--- config.mk ---
export PLATFORM = sky130hd
export DESIGN_NAME = thermal_derating_monitor
export DESIGN_NICKNAME = d
export VERILOG_FILES = /design/src/rtl/tdm_pkg.sv /design/src/rtl/tdm_update.sv /design/src/rtl/thermal_derating_monitor.sv
export SDC_FILE = /design/constraint.sdc
export NUM_CORES = 1
export LEC_CHECK = 0
export BUFFER_PORTS_ARGS = -buffer_cell sky130_fd_sc_hd__buf_2
export CAP_MARGIN = 20
export CORE_MARGIN = 2
export CORE_UTILIZATION = 40
export CTS_CLUSTER_SIZE = 40
export DETAILED_ROUTE_END_ITERATION = 8
export PLACE_DENSITY = 0.59
export SLEW_MARGIN = 15
export SYNTH_ARGS = -nofsm -noshare
export SYNTH_HDL_FRONTEND = slang
export SYNTH_HIERARCHICAL = 1
export SYNTH_SLANG_ARGS = --single-unit
--- constraint.sdc ---
create_clock -name clock -period 16.98 [get_ports clock]
set_clock_uncertainty 0.2 [all_clocks]
set_input_delay 3.396 -clock clock [delete_from_list [all_inputs] [get_ports clock]]
set_output_delay 3.396 -clock clock [all_outputs]
set_load 0.01 [all_outputs]
--- src/rtl/tdm_pkg.sv ---
// Shared types, register indexes, derating codes and threshold helpers.
`timescale 1ns / 1ps
package tdm_pkg;

   typedef logic [2:0]          csr_index_type;
   typedef logic [6:0]          pct_type;
   typedef logic [3:0]          alive_type;
   typedef logic signed [15:0]  deci_type;

   localparam csr_index_type CSR_TEMP_MIN     = 3'd0;
   localparam csr_index_type CSR_TEMP_MAX     = 3'd1;
   localparam csr_index_type CSR_DERATE_START = 3'd2;
   localparam csr_index_type CSR_DERATE_HALF  = 3'd3;
   localparam csr_index_type CSR_SHUTDOWN     = 3'd4;
   localparam csr_index_type CSR_HYSTERESIS   = 3'd5;

   localparam pct_type PCT_FULL  = 7'd100;
   localparam pct_type PCT_THREE = 7'd75;
   localparam pct_type PCT_HALF  = 7'd50;
   localparam pct_type PCT_NONE  = 7'd0;

   localparam alive_type ALIVE_MAX = 4'd15;

   localparam deci_type TEMP_MIN_RESET = -16'sd300;
   localparam deci_type TEMP_MAX_RESET = 16'sd1500;
   localparam logic [7:0] DERATE_START_RESET = 8'd60;
   localparam logic [7:0] DERATE_HALF_RESET  = 8'd80;
   localparam logic [7:0] SHUTDOWN_RESET     = 8'd100;
   localparam logic [7:0] HYSTERESIS_RESET   = 8'd10;

   typedef struct packed {
      deci_type   temp_min;
      deci_type   temp_max;
      logic [7:0] derate_start;
      logic [7:0] derate_half;
      logic [7:0] shutdown;
      logic [7:0] hysteresis;
   } cfg_type;

   typedef struct packed {
      deci_type  stored_temp;
      pct_type   derate;
      logic      fault;
      alive_type alive;
   } state_type;

   typedef struct packed {
      deci_type  temp_out;
      pct_type   derate_pct;
      logic      sensor_fault;
      alive_type alive_count;
      logic      frame_sent;
      logic      overtemp_event;
   } result_type;

   // True when the sample, truncated toward zero to whole degrees, is below x.
   // Works in tenths: for x > 0 the limit is 10x, otherwise 10x - 9.
   function automatic logic below_deg(deci_type t, logic signed [9:0] x);
      logic signed [16:0] xe;
      logic signed [16:0] ten;
      logic signed [16:0] lim;
      logic signed [16:0] te;
      xe  = $signed({{7{x[9]}}, x});
      ten = (xe <<< 3) + (xe <<< 1);
      lim = (x > 10'sd0) ? ten : ten - 17'sd9;
      te  = $signed({t[15], t});
      return te < lim;
   endfunction

   function automatic logic signed [9:0] deg_of(logic [7:0] thr);
      return $signed({2'b00, thr});
   endfunction

   function automatic logic signed [9:0] recover_limit(logic [7:0] thr, logic [7:0] hyst);
      return $signed({2'b00, thr}) - $signed({2'b00, hyst});
   endfunction

endpackage

--- src/rtl/tdm_update.sv ---
// Per-sample plausibility check, derating step with hysteresis and state update.
`timescale 1ns / 1ps
module tdm_update (
   input  tdm_pkg::cfg_type    cfg,
   input  tdm_pkg::state_type  cur,
   input  tdm_pkg::deci_type   sample,
   output tdm_pkg::state_type  nxt,
   output tdm_pkg::result_type res
);
   import tdm_pkg::*;

   logic    out_of_range;
   pct_type raw_pct;
   pct_type step_pct;

   assign out_of_range = (sample < cfg.temp_min) || (sample > cfg.temp_max);

   // First threshold not reached decides.
   always_comb begin
      if (below_deg(sample, deg_of(cfg.derate_start))) begin
         raw_pct = PCT_FULL;
      end else if (below_deg(sample, deg_of(cfg.derate_half))) begin
         raw_pct = PCT_THREE;
      end else if (below_deg(sample, deg_of(cfg.shutdown))) begin
         raw_pct = PCT_HALF;
      end else begin
         raw_pct = PCT_NONE;
      end
   end

   // Worsen at once, recover one step when cold enough.
   always_comb begin
      step_pct = cur.derate;
      if (raw_pct <= cur.derate) begin
         step_pct = raw_pct;
      end else begin
         case (cur.derate)
            PCT_NONE: begin
               if (below_deg(sample, recover_limit(cfg.shutdown, cfg.hysteresis)))
                  step_pct = PCT_HALF;
            end
            PCT_HALF: begin
               if (below_deg(sample, recover_limit(cfg.derate_half, cfg.hysteresis)))
                  step_pct = PCT_THREE;
            end
            PCT_THREE: begin
               if (below_deg(sample, recover_limit(cfg.derate_start, cfg.hysteresis)))
                  step_pct = PCT_FULL;
            end
            default: step_pct = cur.derate;
         endcase
      end
   end

   always_comb begin
      nxt = cur;
      res.alive_count = cur.alive;
      if (out_of_range) begin
         nxt.fault          = 1'b1;
         res.temp_out       = cur.stored_temp;
         res.derate_pct     = cur.derate;
         res.sensor_fault   = 1'b1;
         res.frame_sent     = 1'b0;
         res.overtemp_event = 1'b1;
      end else begin
         nxt.stored_temp    = sample;
         nxt.derate         = step_pct;
         nxt.alive          = (cur.alive >= ALIVE_MAX) ? 4'd0 : cur.alive + 4'd1;
         res.temp_out       = sample;
         res.derate_pct     = step_pct;
         res.sensor_fault   = cur.fault;
         res.frame_sent     = 1'b1;
         res.overtemp_event = (step_pct == PCT_NONE);
      end
   end

endmodule

--- src/rtl/thermal_derating_monitor.sv ---
// Top level: input register, state update, result register and control registers.
`timescale 1ns / 1ps
// Takes one temperature sample per cycle while req_stall is low and returns one
// status item per sample: the sample is held in an input register, and the
// plausibility check, derating step and state update run between that register
// and the result register. The state update commits as the item moves into the
// result register, so consecutive samples see each other's effect with no gap.
// req_stall rises only while the input register is full and the result register
// holds an item that the consumer is stalling. Control registers are written
// through the csr_ port, which is always ready; write them only while no item is
// in flight. Indexes beyond the register list are ignored.
module thermal_derating_monitor (
   input  logic                     clock,
   input  logic                     reset,
   input  logic                     req_valid,
   output logic                     req_stall,
   input  tdm_pkg::deci_type        req_temp_sample,
   output logic                     rsp_valid,
   input  logic                     rsp_stall,
   output tdm_pkg::deci_type        rsp_temp_out,
   output tdm_pkg::pct_type         rsp_derate_pct,
   output logic                     rsp_sensor_fault,
   output tdm_pkg::alive_type       rsp_alive_count,
   output logic                     rsp_frame_sent,
   output logic                     rsp_overtemp_event,
   input  logic                     csr_valid,
   output logic                     csr_ready,
   input  tdm_pkg::csr_index_type   csr_index,
   input  logic [15:0]              csr_wdata
);
   import tdm_pkg::*;

   cfg_type    cfg_ff, cfg_in;
   state_type  state_ff, state_in;
   logic       in_valid_ff, in_valid_in;
   deci_type   in_temp_ff, in_temp_in;
   logic       rsp_valid_ff, rsp_valid_in;
   result_type rsp_ff, rsp_in;
   state_type  state_nxt;
   result_type res_nxt;
   logic       out_free;
   logic       advance;
   logic       req_take;

   assign out_free  = !rsp_valid_ff || !rsp_stall;
   assign advance   = in_valid_ff && out_free;
   assign req_stall = in_valid_ff && !out_free;
   assign req_take  = req_valid && !req_stall;
   assign csr_ready = 1'b1;

   tdm_update u_update (
      .cfg    (cfg_ff),
      .cur    (state_ff),
      .sample (in_temp_ff),
      .nxt    (state_nxt),
      .res    (res_nxt)
   );

   always_comb begin
      cfg_in = cfg_ff;
      if (csr_valid && csr_ready) begin
         case (csr_index)
            CSR_TEMP_MIN:     cfg_in.temp_min     = $signed(csr_wdata);
            CSR_TEMP_MAX:     cfg_in.temp_max     = $signed(csr_wdata);
            CSR_DERATE_START: cfg_in.derate_start = csr_wdata[7:0];
            CSR_DERATE_HALF:  cfg_in.derate_half  = csr_wdata[7:0];
            CSR_SHUTDOWN:     cfg_in.shutdown     = csr_wdata[7:0];
            CSR_HYSTERESIS:   cfg_in.hysteresis   = csr_wdata[7:0];
            default:          cfg_in = cfg_ff;
         endcase
      end
   end

   always_comb begin
      in_valid_in  = in_valid_ff;
      in_temp_in   = in_temp_ff;
      rsp_valid_in = rsp_valid_ff;
      rsp_in       = rsp_ff;
      state_in     = state_ff;
      if (advance) begin
         state_in     = state_nxt;
         rsp_in       = res_nxt;
         rsp_valid_in = 1'b1;
      end else if (!rsp_stall) begin
         rsp_valid_in = 1'b0;
      end
      // Input register drains on advance and refills on accept.
      if (advance) in_valid_in = 1'b0;
      if (req_take) begin
         in_valid_in = 1'b1;
         in_temp_in  = req_temp_sample;
      end
   end

   always_ff @(posedge clock) begin
      if (reset) begin
         cfg_ff.temp_min     <= TEMP_MIN_RESET;
         cfg_ff.temp_max     <= TEMP_MAX_RESET;
         cfg_ff.derate_start <= DERATE_START_RESET;
         cfg_ff.derate_half  <= DERATE_HALF_RESET;
         cfg_ff.shutdown     <= SHUTDOWN_RESET;
         cfg_ff.hysteresis   <= HYSTERESIS_RESET;
         state_ff.stored_temp <= '0;
         state_ff.derate      <= PCT_FULL;
         state_ff.fault       <= 1'b0;
         state_ff.alive       <= '0;
         in_valid_ff  <= 1'b0;
         rsp_valid_ff <= 1'b0;
      end else begin
         cfg_ff       <= cfg_in;
         state_ff     <= state_in;
         in_valid_ff  <= in_valid_in;
         rsp_valid_ff <= rsp_valid_in;
      end
   end

   always_ff @(posedge clock) begin
      in_temp_ff <= in_temp_in;
      rsp_ff     <= rsp_in;
   end

   assign rsp_valid          = rsp_valid_ff;
   assign rsp_temp_out       = rsp_ff.temp_out;
   assign rsp_derate_pct     = rsp_ff.derate_pct;
   assign rsp_sensor_fault   = rsp_ff.sensor_fault;
   assign rsp_alive_count    = rsp_ff.alive_count;
   assign rsp_frame_sent     = rsp_ff.frame_sent;
   assign rsp_overtemp_event = rsp_ff.overtemp_event;

endmodule

==> summary.md <==
| Metric | Value |
|---|---|
| Number of I/O pins | 73 |
| Post-route clock period utilization | about 44% |
| Final hold vios | 0 |
| Mapped Area | approximately 13000 um^2 |
| Tmin final | 7.427 ns |
| CTS Root Cell | clkbuf_16 |
| Gr usage total | 19.69% |
| Asr flop ratio synth | 0% |
| Total global routing overflow | 0 |
| Final #Nets | approximately 1.8k |
| Critical path required time | 13.38 ns |
| Register Area | ~3300 um^2 |
| Drt total wl | roughly 34000 um |
| Die ar. | ~35000 um^2 |
| Worst-case vdd ir drop | about 0.00007 V |
| RSZ-0062 raised after global routing | no |
| Slew Viols, Final | 0 |
| Crit. End Element | output pin |
| Clk_lat worst skew | 0.43 ns |
| Ant. Diodes | 0 |
| Yosys top cell area share | a little under a fifth |
| Mapped Cells | 1526 |
| Cell mode on critical path | buf_2 |
| Post-synthesis sequential area ratio | ~24% |
| Num Clock Sinks | 140 |
| Largest family of logic cells by synthesized area | adder cells |
| Highest clock rate | 0.1346 GHz |
| Fin util | around 44% |
| Total CTS buffers | 17 |
| Status | completed |
| DP Wirelength | 25120 um |
| Number of setup buffers added after CTS | 0 |
| Routed Antenna Nets | 0 |
| Mapped Avg Cell Area | between 8 and 9 um^2 |
| H-tree depth | 4 |
| DR WL/cell | between 15 and 20 um |
| Synth Area in XOR/XNOR | under 10% |
| HP Class | reg2reg |
| # fillers | 3271 |
| Synth Flop Type | dfxtp_1 |
| Post-synthesis compound-gate area fraction | 15.60% |
| EDFF count, synth | 46 |
| PD cells | around 77 nW/um^2 |
| Std cell rows | 67 |
| CTS max path bufs | 2 |
| Largest net degree at the start of global routing | 91 |
| CTS tree | built |
| Core ar. | between 30000 and 40000 um^2 |
| Slowest stage delay, CP | between 0.1 and 0.15 ns |
| Final setup viols | 0 |
| Layout cells sized above 1 | 10.17% |
| CP Class | in2out |
| Buf+Inv Stages, Crit Path | 3 |
| First-pass GRT wire length | 55270 um |
| Vias per Instance | around 5.4 |
| Syn-to-layout area delta | 10.08% |
| Vias in the first global route | 10.53k |
| Initial Util | 40.38% |
| Worst EP arrival | 3.83 ns |
| Synth Area in Simple Gates | 17.96% |
| Crit start category | primary input |
| Max Cap Viol | 0 |
| Total power | approximately 1.1 mW |
| Worst Tran Pin Value | slightly above 0.8 ns |
| Yosys reg bits | 140 |
| Critical path peak fanout | 3 |
| Multi-input logic area | between 9000 and 10000 um^2 |
| Initial antenna violation count | 0 |
| Clk slew on worst S/H paths | approximately 0.06 ns |
| Leading post-synthesis cells by cell area | ha_1 18%, dfxtp_1 14%, edfxtp_1 10%, mux2i_1 7.2%, nand2b_1 5.3% |
| Post-CTS sizing | 0 |
| Slew headroom | about 45% |
| Drt pass-1 iters | 5 |
| Slowest cell on crit path | buf_2 |
| Die Ht | ~190 um |
| Cell taking the most area after synthesis | ha_1 |
| DRC violation total after the first TritonRoute iteration | around 650 |
| Crit-path cells | buf_2 > nand3_1 > inv_1 > buf_2 |
| TNS Setup | 0 ns |
| Hold buffer count at cts | 0 |
| Post-synthesis adder-cell area fraction | roughly a fifth |
| DRC viols | 0 |
| Syn_nets | between 1.5k and 2k |
| IO buf count | 71 |
| Synth Warn # | 6 |
| Cell family with most CP delay | buffers and inverters |
| Multiplexer share of the synthesized area | roughly 9% |
| Die W | between 150 and 200 um |
| Lkg Pwr | about 6.5 nW |
| Via count | 10.87k |
| Gpl congestion | 0.8733 |
| Yosys cell types | 82 |
[layout by cell type, fill, tap and decap left out, drive strengths merged, types with 24 or more instances in the layout]
cell type and instances:
edfxtp 46, a21oi 93, xnor2 76, nand2 50
nor2b 24, clkbuf 25, nand3 26, a21o 49
buf 85, inv 112, nor2 135, ha 198
o21ai 52, nand2b 113, xor2 33, nor3 28
mux2i 97, dfxtp 94
[where the power goes]
| part | switching [mW] | internal, mW | total [mW] |
|---|---|---|---|
| clock | 0.145 | 0.301 | 0.446 |
| combinational | 0.180 | 0.139 | 0.319 |
| sequential | 0.0131 | 0.358 | 0.371 |
| total | 0.338 | 0.798 | 1.14 |
[tightest hold or removal path, delay by kind of cell, from the launching register on]
family,cells,cell delay [ns]
muxes,1,0.05
and+or+nand+nor,1,0.06
DFF,1,0.31
[cells by family (layout without fill, tap and decap cells)]
group           count (synthesis)  after routing
simple gates                  456            456
compound gates                313            313
other cells                     1              1
flops                         140            140
mux                           118            118
buf+inv                       182            229
fa+ha+maj                     207            207
xor+xnor                      109            109
[final timing paths]
| check | start | end | slack [ns] | depth (start not counted) |
|---|---|---|---|---|
| max | rsp_stall | req_stall | 9.55 | 4 |
| min | state_ff[26] | state_ff[26] | 0.27 | 2 |
| max reg2reg | cfg_ff[4] | rsp_overtemp_event | 9.83 | 25 |
| min reg2reg | state_ff[26] | state_ff[26] | 0.27 | 2 |
[sequential cells by signal, summed over array words and instances (netlist names)]
| signal | count |
|---|---|
| rsp_sensor_fault | 1 |
| in_valid_ff | 1 |
| rsp_derate_pct | 7 |
| cfg_ff | 64 |
| rsp_valid | 1 |
| rsp_alive_count | 4 |
| in_temp_ff | 16 |
| rsp_frame_sent | 1 |
| rsp_overtemp_event | 1 |
| rsp_temp_out | 16 |
| state_ff | 28 |
[per-stage QoR]
step                      worst slack (ns)  cells  cell area (um^2)  hold slack (ns)
final                                9.553   2021             14800           0.2685
after global routing                 9.164   2021             14800           0.2939
after CTS                            9.551   2021             14800           0.2728
after detailed placement             9.555   1989             14080           0.2614
after global placement               9.541   1989             14080           0.2544
after floorplan                      9.799   1526             13440           0.2440
[synth_stat cells, drive strengths merged (5+ instances only)]
| cell type | n |
|---|---|
| a211o | 8 |
| a211oi | 11 |
| a21o | 49 |
| a21oi | 93 |
| a31oi | 6 |
| and2 | 9 |
| and3 | 7 |
| and4 | 5 |
| buf | 47 |
| clkbuf | 23 |
| dfxtp | 94 |
| edfxtp | 46 |
| fa | 9 |
| ha | 198 |
| inv | 112 |
| mux2 | 21 |
| mux2i | 97 |
| nand2 | 50 |
| nand2b | 113 |
| nand3 | 26 |
| nand4 | 16 |
| nor2 | 135 |
| nor2b | 24 |
| nor3 | 28 |
| nor4 | 5 |
| o211ai | 10 |
| o21a | 18 |
| o21ai | 52 |
| o21bai | 14 |
| o41ai | 5 |
| or2 | 6 |
| or3 | 8 |
| xnor2 | 76 |
| xor2 | 33 |
[final cells by class]
type / count / area share [%]
clock buffers: 25 / 3.721
clock inverters: 7 / 1.133
inverters: 112 / 2.841
multi-input cells: 1204 / 63.33
flip-flops and latches: 140 / 22.06
well taps: 448 / 3.789
repair buffers: 85 / 3.129
[layer usage]
metal	track usage, %	share of wire, %
met1	27.09	49
met2	32.61	46
met3	2.326	3.3
met4	5.281	1.7
met5	0	0
Power figures use the tool's default switching activity.
